<file path="config.mk">
export PLATFORM = sky130hd
export DESIGN_NAME = japanese_word_type_classifier
export DESIGN_NICKNAME = d
export VERILOG_FILES = /design/src/design/jwtc_pkg.sv /design/src/design/japanese_word_type_classifier.sv /design/src/design/jwtc_front.sv /design/src/design/jwtc_queue.sv /design/src/design/jwtc_back.sv
export SDC_FILE = /design/constraint.sdc
export NUM_CORES = 1
export LEC_CHECK = 0
export ABC_AREA = 1
export BUFFER_PORTS_ARGS = -buffer_cell sky130_fd_sc_hd__buf_2
export CAP_MARGIN = 25
export CORE_UTILIZATION = 35
export DETAILED_ROUTE_END_ITERATION = 10
export SLEW_MARGIN = 20
export SYNTH_ARGS = -nofsm -noshare
export SYNTH_HDL_FRONTEND = slang
export SYNTH_HIERARCHICAL = 1
export SYNTH_SLANG_ARGS = --single-unit
export TNS_END_PERCENT = 100
</file>
<file path="constraint.sdc">
create_clock -name clock -period 3.9 [get_ports clock]
set_clock_uncertainty 0.1 [all_clocks]
set_input_delay 0.585 -clock clock [delete_from_list [all_inputs] [get_ports clock]]
set_output_delay 0.585 -clock clock [all_outputs]
set_load 0.01 [all_outputs]
</file>
<file path="src/design/jwtc_pkg.sv">
`timescale 1ns / 1ps
// ----------------------------------------------------------------------------
// Japanese word-type classifier package
// Shared widths, class masks, queue entry type and the word-type decision.
// ----------------------------------------------------------------------------
package jwtc_pkg;

   localparam int CODE_POINT_WIDTH    = 21;
   localparam int WORD_TYPE_WIDTH     = 4;
   localparam int CLASS_COUNT         = 7;
   localparam int QUEUE_DEPTH_DEFAULT = 4;

   // One bit per character class, in the order alphabet, number, dash,
   // hiragana, katakana, kanji, symbol.
   localparam logic [CLASS_COUNT-1:0] MASK_ALPHA  = 7'b000_0001;
   localparam logic [CLASS_COUNT-1:0] MASK_NUMBER = 7'b000_0010;
   localparam logic [CLASS_COUNT-1:0] MASK_DASH   = 7'b000_0100;
   localparam logic [CLASS_COUNT-1:0] MASK_HIRA   = 7'b000_1000;
   localparam logic [CLASS_COUNT-1:0] MASK_KATA   = 7'b001_0000;
   localparam logic [CLASS_COUNT-1:0] MASK_KANJI  = 7'b010_0000;
   localparam logic [CLASS_COUNT-1:0] MASK_SYMBOL = 7'b100_0000;

   typedef enum logic [WORD_TYPE_WIDTH-1:0] {
      WT_ALPHABET       = 4'd0,
      WT_NUMBER         = 4'd1,
      WT_HIRAGANA       = 4'd2,
      WT_KATAKANA       = 4'd3,
      WT_KANJI          = 4'd4,
      WT_SYMBOL         = 4'd5,
      WT_KANJI_HIRAGANA = 4'd6,
      WT_KANJI_KATAKANA = 4'd7,
      WT_OTHER          = 4'd8
   } word_type_type;

   // A classified character as it travels from the front end to the back end.
   typedef struct packed {
      logic                   last;
      logic [CLASS_COUNT-1:0] cls;
   } item_type;

   function automatic logic only_in(input logic [CLASS_COUNT-1:0] s,
                                    input logic [CLASS_COUNT-1:0] allowed);
      return (s & ~allowed) == '0;
   endfunction

   // Maps the set of classes seen in a word to its word-type code.
   function automatic word_type_type decide(input logic [CLASS_COUNT-1:0] s);
      word_type_type wt;
      if (s == MASK_ALPHA) begin
         wt = WT_ALPHABET;
      end else if (s == MASK_NUMBER) begin
         wt = WT_NUMBER;
      end else if (only_in(s, MASK_HIRA | MASK_DASH)) begin
         wt = WT_HIRAGANA;
      end else if (only_in(s, MASK_KATA | MASK_DASH)) begin
         wt = WT_KATAKANA;
      end else if (s == MASK_KANJI) begin
         wt = WT_KANJI;
      end else if (s == MASK_SYMBOL) begin
         wt = WT_SYMBOL;
      end else if ((s & MASK_KANJI) != '0 && (s & MASK_HIRA) != '0 &&
                   only_in(s, MASK_HIRA | MASK_KANJI | MASK_DASH)) begin
         wt = WT_KANJI_HIRAGANA;
      end else if ((s & MASK_KANJI) != '0 && (s & MASK_KATA) != '0 &&
                   only_in(s, MASK_KATA | MASK_KANJI | MASK_DASH)) begin
         wt = WT_KANJI_KATAKANA;
      end else begin
         wt = WT_OTHER;
      end
      return wt;
   endfunction

endpackage

</file>
<file path="src/design/japanese_word_type_classifier.sv">
`timescale 1ns / 1ps
// ----------------------------------------------------------------------------
// Japanese word-type classifier
// Classifies a word, one code point per request, into a single word type.
// ----------------------------------------------------------------------------
//
//   Channel | Direction | Content
//   --------+-----------+-----------------------------------------------------
//   req_    | in        | code point of one character, tlast on the word's end
//   rsp_    | out       | word-type code, one per word
//
// One request is taken in every clock cycle when nothing stalls. A word's
// result passes through the front end register and the queue into the
// result register, where it sits until it is taken. The front end and the
// back end each run at one character a cycle when not stalled, and the
// queue lets them stall independently. A stall on rsp_ only holds back
// characters that end a word; other characters keep draining.
// Reset clears the presence bits, the queue and both valid flags.
// ----------------------------------------------------------------------------
module japanese_word_type_classifier
   import jwtc_pkg::*;
#(
   parameter int QUEUE_DEPTH = QUEUE_DEPTH_DEFAULT
) (
   input  logic        clock,
   input  logic        reset,
   input  logic        req_tvalid,
   output logic        req_tready,
   input  logic [23:0] req_tdata,   // [20:0] code_point, [23:21] zero
   input  logic        req_tlast,   // last_char
   output logic        rsp_tvalid,
   input  logic        rsp_tready,
   output logic [7:0]  rsp_tdata    // [3:0] word_type, [7:4] zero
);

   // Classified characters leaving the front end and entering the queue.
   logic          push_valid;
   logic          push_ready;
   item_type      push_item;

   // Characters leaving the queue for the back end.
   logic          pop_valid;
   logic          pop_ready;
   item_type      pop_item;

   word_type_type word_type;

   // Front end: registers each request and turns the code point into a
   // one-hot class in priority order.
   jwtc_front u_front (
      .clock      (clock),
      .reset      (reset),
      .in_valid   (req_tvalid),
      .in_ready   (req_tready),
      .code_point (req_tdata[CODE_POINT_WIDTH-1:0]),
      .last_char  (req_tlast),
      .push_valid (push_valid),
      .push_ready (push_ready),
      .push_item  (push_item)
   );

   // Queue: decouples classification from the result side.
   jwtc_queue #(
      .DEPTH (QUEUE_DEPTH)
   ) u_queue (
      .clock      (clock),
      .reset      (reset),
      .push_valid (push_valid),
      .push_ready (push_ready),
      .push_item  (push_item),
      .pop_valid  (pop_valid),
      .pop_ready  (pop_ready),
      .pop_item   (pop_item)
   );

   // Back end: collects presence bits and issues the word type when the
   // last character of a word arrives, clearing the bits for the next word.
   jwtc_back u_back (
      .clock     (clock),
      .reset     (reset),
      .pop_valid (pop_valid),
      .pop_ready (pop_ready),
      .pop_item  (pop_item),
      .out_valid (rsp_tvalid),
      .out_ready (rsp_tready),
      .word_type (word_type)
   );

   assign rsp_tdata = {{(8 - WORD_TYPE_WIDTH){1'b0}}, word_type};

endmodule

</file>
<file path="src/design/jwtc_front.sv">
`timescale 1ns / 1ps
// ----------------------------------------------------------------------------
// Classifier front end
// Registers each request and reduces its code point to a one-hot class.
// ----------------------------------------------------------------------------
module jwtc_front
   import jwtc_pkg::*;
(
   input  logic                        clock,
   input  logic                        reset,
   input  logic                        in_valid,
   output logic                        in_ready,
   input  logic [CODE_POINT_WIDTH-1:0] code_point,
   input  logic                        last_char,
   output logic                        push_valid,
   input  logic                        push_ready,
   output item_type                    push_item
);

   typedef struct packed {
      logic [CODE_POINT_WIDTH-1:0] lo;
      logic [CODE_POINT_WIDTH-1:0] hi;
   } span_type;

   localparam int SPAN_COUNT = 8;

   localparam span_type NUMBER_SPANS [SPAN_COUNT] = '{
      '{21'h00030, 21'h00039}, '{21'h02150, 21'h0218F}, '{21'h0A830, 21'h0A83F},
      '{21'h10100, 21'h1013F}, '{21'h10140, 21'h1018F}, '{21'h102E0, 21'h102FF},
      '{21'h111E0, 21'h111FF}, '{21'h12400, 21'h1247F}
   };

   localparam span_type KANJI_SPANS [SPAN_COUNT] = '{
      '{21'h04E00, 21'h09FFF}, '{21'h03400, 21'h04DBF}, '{21'h20000, 21'h2A6DF},
      '{21'h2A700, 21'h2B73F}, '{21'h2B740, 21'h2B81F}, '{21'h2B820, 21'h2CEAF},
      '{21'h2CEB0, 21'h2EBEF}, '{21'h02E80, 21'h02EFF}
   };

   localparam logic [CODE_POINT_WIDTH-1:0] CP_DASH = 21'h030FC;

   function automatic logic [CLASS_COUNT-1:0] classify(
      input logic [CODE_POINT_WIDTH-1:0] c);
      logic                   number_hit;
      logic                   ideograph_hit;
      logic [CLASS_COUNT-1:0] cls;
      number_hit    = 1'b0;
      ideograph_hit = 1'b0;
      for (int i = 0; i < SPAN_COUNT; i++) begin
         number_hit    |= (c >= NUMBER_SPANS[i].lo) && (c <= NUMBER_SPANS[i].hi);
         ideograph_hit |= (c >= KANJI_SPANS[i].lo) && (c <= KANJI_SPANS[i].hi);
      end
      priority if ((c >= 21'h41 && c <= 21'h5A) || (c >= 21'h61 && c <= 21'h7A)) begin
         cls = MASK_ALPHA;
      end else if (number_hit) begin
         cls = MASK_NUMBER;
      end else if (c == CP_DASH) begin
         cls = MASK_DASH;
      end else if (c >= 21'h03040 && c <= 21'h0309F) begin
         cls = MASK_HIRA;
      end else if ((c >= 21'h030A0 && c <= 21'h030FF) ||
                   (c >= 21'h031F0 && c <= 21'h031FF)) begin
         cls = MASK_KATA;
      end else if (ideograph_hit) begin
         cls = MASK_KANJI;
      end else begin
         cls = MASK_SYMBOL;
      end
      return cls;
   endfunction

   logic     valid_ff;
   logic     valid_in;
   item_type item_ff;
   item_type item_in;

   assign in_ready   = !valid_ff || push_ready;
   assign push_valid = valid_ff;
   assign push_item  = item_ff;

   always_comb begin
      valid_in     = in_ready ? in_valid : valid_ff;
      item_in.last = last_char;
      item_in.cls  = classify(code_point);
   end

   always_ff @(posedge clock) begin
      if (reset) begin
         valid_ff <= 1'b0;
      end else begin
         valid_ff <= valid_in;
      end
      if (in_ready && in_valid) begin
         item_ff <= item_in;
      end
   end

endmodule

</file>
<file path="src/design/jwtc_queue.sv">
`timescale 1ns / 1ps
// ----------------------------------------------------------------------------
// Classified-character queue
// Small first-in first-out buffer between the front end and the back end.
// ----------------------------------------------------------------------------
module jwtc_queue
   import jwtc_pkg::*;
#(
   parameter int DEPTH = QUEUE_DEPTH_DEFAULT
) (
   input  logic     clock,
   input  logic     reset,
   input  logic     push_valid,
   output logic     push_ready,
   input  item_type push_item,
   output logic     pop_valid,
   input  logic     pop_ready,
   output item_type pop_item
);

   localparam int PTR_WIDTH   = (DEPTH > 1) ? $clog2(DEPTH) : 1;
   localparam int COUNT_WIDTH = $clog2(DEPTH + 1);

   item_type               slot_ff [DEPTH];
   logic [PTR_WIDTH-1:0]   wr_ptr_ff;
   logic [PTR_WIDTH-1:0]   wr_ptr_in;
   logic [PTR_WIDTH-1:0]   rd_ptr_ff;
   logic [PTR_WIDTH-1:0]   rd_ptr_in;
   logic [COUNT_WIDTH-1:0] count_ff;
   logic [COUNT_WIDTH-1:0] count_in;
   logic                   do_push;
   logic                   do_pop;

   assign push_ready = count_ff != COUNT_WIDTH'(DEPTH);
   assign pop_valid  = count_ff != '0;
   assign pop_item   = slot_ff[rd_ptr_ff];
   assign do_push    = push_valid && push_ready;
   assign do_pop     = pop_valid && pop_ready;

   always_comb begin
      wr_ptr_in = wr_ptr_ff;
      rd_ptr_in = rd_ptr_ff;
      count_in  = count_ff;
      if (do_push) begin
         wr_ptr_in = (wr_ptr_ff == PTR_WIDTH'(DEPTH - 1)) ? '0 : wr_ptr_ff + 1'b1;
      end
      if (do_pop) begin
         rd_ptr_in = (rd_ptr_ff == PTR_WIDTH'(DEPTH - 1)) ? '0 : rd_ptr_ff + 1'b1;
      end
      if (do_push && !do_pop) begin
         count_in = count_ff + 1'b1;
      end else if (do_pop && !do_push) begin
         count_in = count_ff - 1'b1;
      end
   end

   always_ff @(posedge clock) begin
      if (reset) begin
         wr_ptr_ff <= '0;
         rd_ptr_ff <= '0;
         count_ff  <= '0;
      end else begin
         wr_ptr_ff <= wr_ptr_in;
         rd_ptr_ff <= rd_ptr_in;
         count_ff  <= count_in;
      end
      if (do_push) begin
         slot_ff[wr_ptr_ff] <= push_item;
      end
   end

endmodule

</file>
<file path="src/design/jwtc_back.sv">
`timescale 1ns / 1ps
// ----------------------------------------------------------------------------
// Classifier back end
// Gathers class presence bits per word and registers the word-type result.
// ----------------------------------------------------------------------------
module jwtc_back
   import jwtc_pkg::*;
(
   input  logic          clock,
   input  logic          reset,
   input  logic          pop_valid,
   output logic          pop_ready,
   input  item_type      pop_item,
   output logic          out_valid,
   input  logic          out_ready,
   output word_type_type word_type
);

   logic [CLASS_COUNT-1:0] seen_ff;
   logic [CLASS_COUNT-1:0] seen_in;
   logic                   out_valid_ff;
   logic                   out_valid_in;
   word_type_type          word_ff;
   logic [CLASS_COUNT-1:0] merged;
   logic                   take;

   // A character that ends no word only touches the presence bits, so it
   // never waits on the result register.
   assign pop_ready = !pop_item.last || !out_valid_ff || out_ready;
   assign take      = pop_valid && pop_ready;
   assign merged    = seen_ff | pop_item.cls;
   assign out_valid = out_valid_ff;
   assign word_type = word_ff;

   always_comb begin
      seen_in      = seen_ff;
      out_valid_in = out_valid_ff && !out_ready;
      if (take) begin
         seen_in = pop_item.last ? '0 : merged;
         if (pop_item.last) begin
            out_valid_in = 1'b1;
         end
      end
   end

   always_ff @(posedge clock) begin
      if (reset) begin
         seen_ff      <= '0;
         out_valid_ff <= 1'b0;
      end else begin
         seen_ff      <= seen_in;
         out_valid_ff <= out_valid_in;
      end
      if (take && pop_item.last) begin
         word_ff <= decide(merged);
      end
   end

endmodule

</file>
[Word level (Yosys, flattened, before mapping)]
Memories as Yosys holds them, arrays and structs flattened. A register that Yosys moved wholly into a read port is not among the register bits.
Cells that the tools add are included.
Storage, ports and cells
  bits in registers: 28
  RAM bits: 32
  input port bits: 29
  output and inout bits: 10
  word-level logic and storage cells: 165
  memories kept: 1
Operators by class
  add/sub/neg operators: 4
  $lt $le $gt $ge: 42
  equality and inequality tests: 8
  multiplexer cells: 23
  bitwise gates (word level): 15
  reductions and logical operators: 56
Memories
  u_queue.slot_ff: words 4, bits a word 8, rd ports 1, clocked after Yosys merged registers in 1, wr ports 1, RTL line jwtc_queue.sv:24  | item_type slot_ff [DEPTH];
Operators with widths (count)
  >= comparator 21 x 14 -> 1 bit, second input constant: 6
  >= comparator 21 x 17 -> 1 bit, second input constant: 5
  >= comparator 21 x 18 -> 1 bit, second input constant: 5
  <= comparator 21 x 14 -> 1 bit, second input constant: 5
  <= comparator 21 x 17 -> 1 bit, second input constant: 5
  <= comparator 21 x 18 -> 1 bit, second input constant: 5
  >= comparator 21 x 7 -> 1 bit, second input constant: 2
  <= comparator 21 x 16 -> 1 bit, second input constant: 2
  <= comparator 21 x 7 -> 1 bit, second input constant: 2
  logical AND 1 bit: 32
  logical NOT 7 bit: 4
  == test 21 x 14 -> 1 bit, second input constant: 1
  >= comparator 21 x 15 -> 1 bit, second input constant: 1
  >= comparator 21 x 16 -> 1 bit, second input constant: 1
  >= comparator 21 x 6 -> 1 bit, second input constant: 1
  <= comparator 21 x 15 -> 1 bit, second input constant: 1
  <= comparator 21 x 6 -> 1 bit, second input constant: 1
  two-way mux 3 bit: 6
  two-way mux 2 bit: 7
  two-way mux 7 bit: 2
  bitwise OR 1 bit: 14
  two-way mux 4 bit: 2
  OR reduction 4 bit: 2
  == test 7 x 1 -> 1 bit, second input constant: 1
  other kinds (19): 35

[Depth between registers and ports, before layout]
Gate-level depths: netlist of the first run.
  depth after elaboration: 14
  gate-level depth with buffers: 15

[Modules after synthesis]
Netlist of the first run, hierarchy kept.
By module, submodules not included
  jwtc_front: instances 1, cells each 341, area an instance 1843.0 um2
  jwtc_queue: instances 1, cells each 145, area an instance 1696.6 um2
  jwtc_back: instances 1, cells each 89, area an instance 663.1 um2
  japanese_word_type_classifier: instances 1, cells each 5, area an instance 33.8 um2

[Worst setup path after synthesis of the first run]
Ideal clock, no wire load.
  kind: flip-flop to flip-flop
  start point: reg (tool-made name)
  end point: reg u_queue.count_ff[2]
  data arrival time: 2.066 ns
  required time: 3.690 ns
  slack: 1.624 ns
  stages on the path, launching flop included: 16
  path through: dfxtp_1 inv_2 buf_6 nor2_1 o22ai_1 nand2_1 nand2_1 ha_1 inv_1 fa_1 inv_1 nand2_1 nand3_1 nand2_1 inv_1 nor2_1
RTL lines
  to (signal assigned): RTL line jwtc_queue.sv:65  | count_ff <= count_in;
  to (decl): RTL line jwtc_queue.sv:29  | logic [COUNT_WIDTH-1:0] count_ff;

==> reports/results.ini, run 1 <==
[die]
die_w_um=112.0
num_rows=39
ios=39
dieArea_sq_um=12550
chipHeight_um=112.0
design.core.area_sq_um=11610
initial_core_util=0.3648

[sta]
setup_viol=0
period_minus_slack_ns=2.790
setup_ws_ns=1.110
max_freq_mhz=358.4
min_period_over_period=0.7153
tns_ns=0
slew_violations=0
rsz0062_at_grt=false
slew_headroom=0.4399
worst_pin_slew_ns=0.8401
finalHoldViolations=0

[setup_path]
required_ns=4.06
cp-start-kind=flop
critPathKind=flop to flop
crit_chain=inv_2, o21ai_0, o22ai_1, nand2_1, nand2_1, ha_1, inv_1, fa_1, nand2_1, nand3_1, nand2_1, inv_1, nor2_1
slowest_delay_ns=0.48
crit_path_max_fanout=17
end_kind=flop
arrival_ns=2.95
cp_common_cell=nand2_1
slowest_stage=dfxtp_1

[place]
dp.cells=743
pre_cts_ws_ns=1.158
finalWeightedCongestion=0.9797
post-dp-hpwl_mm=8.251
numPortBuffers=31

[finish]
syn2layout_area_growth_pct=11.55
fillCellCount=1175
drive_gt1_frac=0.1575
nets=647
insertedDiodeCount=0
instances_no_fill=759
final-seq-area_sq_um=1682
multiInputGateArea_sq_um=2135

[clock_tree]
clk_path_buf_depth=2
root_buffer=clkbuf_16
cts_tree=done
cts_resized=0
path_clk_slew_ns=0.05
htreeDepth=3
cts_num_sinks=62
clock_latency_ns=0.32
postCtsSetupRepairBufs=0
ctsHoldBuffers=0
numCtsBuffers=9

[power_and_ir_drop]
p_per_area_nw_per_um2=523.4
finalPower_mw=2.474
peakVddDrop_v=0.0002548
leakagePower_nw=2.073

[yosys]
synth_top_area_share=0.3119
synth_area_sq_um=4237
yosysSeqAreaShare=0.3969
yosys-top-cells-count=129 x nand2_1, 88 x nor2_1, 73 x inv_1, 44 x edfxtp_1
syn_inst=580
synthMostInstantiatedCell=nand2_1
synth_area_leader_cell=edfxtp_1
yosys-top-cells-area=edfxtp_1 31%, nand2_1 11%, dfxtp_1 8.5%, nor2_1 7.8%, inv_1 6.5%
synthDistinctLibCells=43
yosysWarningCount=6
ys.flop_type=edfxtp_1
synth_edf_count=44
synthArstFlopShare=0
ys_seq_elements=62
syn_area_per_cell_sq_um=7.304

[routing]
first_pass_iters=8
wire_per_inst_um=14.08
drtIter0Drc=202
viasPerCell=5.161
vias=3917
ant_nets=0
drt_wl_total_mm=10.69
drc=3

[global_routing]
antenna_found_initial=0
grt_pass1_vias=3601
grt_max_degree=18
grt_pass1_wl_mm=17.22
gr-usage-all-layers=0.1748
overflow=0

[run]
drv_cap=0

[status]
status=finished, violations left
violations=design-rule violations

[worst_hold_path]
hold_path.class=input port to flop

-- area by class of cell --
type                            count  area share
Multi-Input combinational cell    426      0.4517
Clock buffer                       10     0.05057
Clock inverter                      6    0.005825
Inverter                           81     0.06540
Sequential cell                    62      0.3558
Timing Repair Buffer               31     0.03283
Tap cell                          143     0.03786
-- critical path: cells and delay by family (launching register included) --
kind | cells | cell delay, ns
flip-flops | 1 | 0.48
adder cells (fa/ha/maj) | 2 | 0.56
buffers and inverters | 3 | 0.43
AO/OA/AOI/OAI | 2 | 0.50
AND/OR/NAND/NOR | 6 | 0.66
-- report_power, final --
group / internal [mW] / total (mW) / switching (mW)
logic: 0.282 / 0.835 / 0.553
clock network: 0.436 / 0.693 / 0.257
registers: 0.845 / 0.946 / 0.101
-- flip-flops by register name, indices dropped and copies added (netlist names), named ones only --
name,count
u_front/push_valid,1
u_back/out_valid,1
u_queue/slot_ff,32
u_back/seen_ff,7
u_queue/rd_ptr_ff,2
u_queue/wr_ptr_ff,2
u_queue/count_ff,3
u_back/word_type,4
u_front/push_item,8
-- kinds of logic after synthesis --
kind of cell / Yosys count / synth area share
simple gates: 324 / 0.3532
buf+inv: 95 / 0.1019
compound gates: 90 / 0.1226
flops: 62 / 0.3969
fa+ha+maj: 7 / 0.02245
xor+xnor: 1 / 0.002068
other cells: 1 / 0.0008852
-- routing by layer --
| layer | GRT usage | vias up | routed length [um] |
|---|---|---|---|
| li1 | - | 1970 | - |
| met2 | 0.3110 | 136 | 5306 |
| met5 | 0 | - | 0 |
| met4 | 0.09689 | 0 | 379 |
| met3 | 0.02592 | 36 | 518 |
| met1 | 0.2019 | 1775 | 4480 |
-- worst paths after layout --
check                    start              endpoint  slack, ns  depth (start not counted)
max                       flop   u_queue/count_ff[2]       1.11                         13
min                  req_tlast  u_front/push_item[7]       0.34                          1
max reg2reg               flop   u_queue/count_ff[2]       1.11                         13
min reg2reg  u_back/seen_ff[2]     u_back/seen_ff[2]       0.35                          2
-- through the flow --
stage               area, sq um  utilization  hold WS (ns)
finish                     4726       0.4069        0.3420
floorplan                  4248            -        0.3304
detailed placement         4459       0.3840        0.3422
CTS                        4726       0.4069        0.3341
global placement           4459       0.3840        0.3370
global route               4726       0.4069        0.3348
-- cell usage in the layout (no fill, tap or decap), types with 13 or more instances in the layout --
master / Yosys / final
a21oi_1: 26 / 26
buf_2: 3 / 31
dfxtp_1: 18 / 18
edfxtp_1: 44 / 44
inv_1: 73 / 73
nand2_1: 129 / 129
nand3_1: 31 / 31
nand4_1: 13 / 13
nor2_1: 88 / 88
nor2_2: 14 / 14
nor3_1: 18 / 18
o21ai_0: 31 / 31
(Power assumes the default switching activity.)
==> run 2, diff against run 1 <==
==> constraint.sdc (replaced) <==
create_clock -name clock -period 2.67 [get_ports clock]
set_clock_uncertainty 0.1 [all_clocks]
set_input_delay 0.4005 -clock clock [delete_from_list [all_inputs] [get_ports clock]]
set_output_delay 0.4005 -clock clock [all_outputs]
set_load 0.01 [all_outputs]
==> run 2 against run 1 <==
The flow still finishes with violations (design-rule violations). Register-to-register slack got worse by 0.74 ns. Clock power rose by 42%. Global-route usage rose by 0.57 points. Sequential cell count stayed put. Critical endpoint unchanged. Largest cell class unchanged. Largest power group unchanged.
==> reports/results.ini, run 2 (synthesis gave the netlist of run 1 again) <==
[place]
dp.cells=753  ; +1.3%
finalWeightedCongestion=0.9413  ; -3.9%
numPortBuffers=31  ; unchanged
post-dp-hpwl_mm=8.411  ; +1.9%

[die]
chipHeight_um=112.0  ; unchanged
ios=39  ; unchanged
design.core.area_sq_um=11610  ; unchanged
die_w_um=112.0  ; unchanged
initial_core_util=0.3648  ; unchanged
dieArea_sq_um=12550  ; unchanged
num_rows=39  ; unchanged

[setup_path]
crit_path_max_fanout=16  ; -1
critPathKind=flop to flop
cp-start-kind=flop
arrival_ns=2.45  ; -0.50 ns
required_ns=2.82  ; -1.24 ns
end_kind=flop

[worst_hold_path]
hold_path.class=input port to flop

[global_routing]
overflow=0  ; unchanged
gr-usage-all-layers=0.1805  ; +0.005736
antenna_found_initial=0  ; unchanged
grt_pass1_wl_mm=17.83  ; +3.5%
grt_pass1_vias=3746  ; +4.0%
grt_max_degree=17  ; -1

[finish]
drive_gt1_frac=0.1661  ; +0.008667
largest_register=u_queue/slot_ff
final_cell_mix=129 x nand2_1, 88 x nor2_1, 73 x inv_1
largest_reg_flops=32  ; unchanged
instances_no_fill=769  ; +1.3%
final_common_cell=nand2_1
syn2layout_area_growth_pct=13.02
nets=657  ; +1.5%
insertedDiodeCount=0  ; unchanged

[routing]
first_pass_iters=8  ; unchanged
wire_per_inst_um=14.08  ; about the same
drc=3  ; unchanged
ant_nets=0  ; unchanged
drt_wl_total_mm=10.83  ; +1.3%
vias=3994  ; +2.0%
drtIter0Drc=259  ; +28%
viasPerCell=5.194  ; +0.64%

[clock_tree]
clock_latency_ns=0.32  ; about the same
path_clk_slew_ns=0.05  ; about the same
cts_tree=done
cts_num_sinks=62  ; unchanged
ctsHoldBuffers=0  ; unchanged
root_buffer=clkbuf_16
postCtsSetupRepairBufs=0  ; unchanged
htreeDepth=3  ; unchanged
clk_path_buf_depth=2  ; unchanged
cts_resized=0  ; unchanged
numCtsBuffers=9  ; unchanged

[sta]
rsz0062_at_grt=false
period_minus_slack_ns=2.303  ; -0.4867 ns
min_period_over_period=0.8626  ; +0.1473
max_freq_mhz=434.2  ; +21%
slew_violations=0  ; unchanged
setup_viol=0  ; unchanged
worst_pin_slew_ns=0.7862  ; -0.05395 ns
slew_headroom=0.4739  ; +0.03403
tns_ns=0  ; unchanged
finalHoldViolations=0  ; unchanged

[power_and_ir_drop]
p_sw_mw=1.333  ; +46%
power_switching_share=0.3662  ; -0.002157
peakVddDrop_v=0.0003678  ; +44%
seqPwrFrac=0.368  ; -0.014
leakagePower_nw=2.111  ; +1.8%
p_per_area_nw_per_um2=760.2  ; +45%
finalPower_mw=3.640  ; +47%
clockPowerShare=0.271  ; -0.009
pwr-share-comb=0.362  ; +0.024
p_int_mw=2.307  ; +48%

[run]
drv_cap=0  ; unchanged

[status]
violations=design-rule violations
status=finished, violations left

==> run 2: critical path: stages, from the launching register on <==
cell and delay [ns]:
dfxtp_1 0.33, inv_2 0.25, nor2_1 0.08, o22ai_1 0.22, nand2_1 0.12, nand2_1 0.14
ha_1 0.18, inv_1 0.07, fa_1 0.38, nand2_1 0.10, nand3_1 0.08, nand2_1 0.06
inv_1 0.03, nor2_1 0.09
==> run 2: routing by layer <==
metal | vias to the layer above | part of all wire | track usage
li1 | 1989 | - | -
met1 | 1812 | 0.42 | 0.2145
met2 | 165 | 0.49 | 0.3238
met3 | 28 | 0.054 | 0.02538
met4 | 0 | 0.029 | 0.08089
met5 | - | 0 | 0
==> run 2: final timing paths <==
kind | start | to | slack (ns) | cells after the start
max | flop | u_queue/count_ff[2] | 0.37 | 13
min | req_tlast | u_front/push_item[7] | 0.17 | 1
max reg2reg | flop | u_queue/count_ff[2] | 0.37 | 13
min reg2reg | u_back/seen_ff[3] | u_back/seen_ff[3] | 0.35 | 2
==> run 2: area by class of cell <==
type	instances	area [sq um]
fillers	1188	6825
clock buffers	14	244.0
multi-input cells	426	2135
inverters	81	309.0
clock inverters	2	10.01
flip-flops and latches	62	1682
well taps	143	178.9
repair buffers	41	230.2
==> run 2: through the flow <==
stage	setup slack (ns)	util	hold slack (ns)	area (sq um)
final	0.3668	0.4123	0.1682	4788
after detailed placement	0.3429	0.3904	0.3461	4534
after CTS	0.3762	0.4123	0.1537	4788
after global routing	0.1429	0.4123	0.1497	4788
after global placement	0.2896	0.3904	0.3361	4534
after floorplan	0.3942	-	0.3304	4248
==> run 2: power groups by stage <==
| stage | registers, mW | clock network (mW) | logic, mW |
|---|---|---|---|
| after floorplan | 1.37 | 0 | 0.983 |
| after global placement | 1.35 | 0 | 1.27 |
| after detailed placement | 1.36 | 0 | 1.32 |
| after CTS | 1.34 | 1.01 | 1.32 |
| after global routing | 1.36 | 1.05 | 1.51 |
| final | 1.34 | 0.985 | 1.32 |
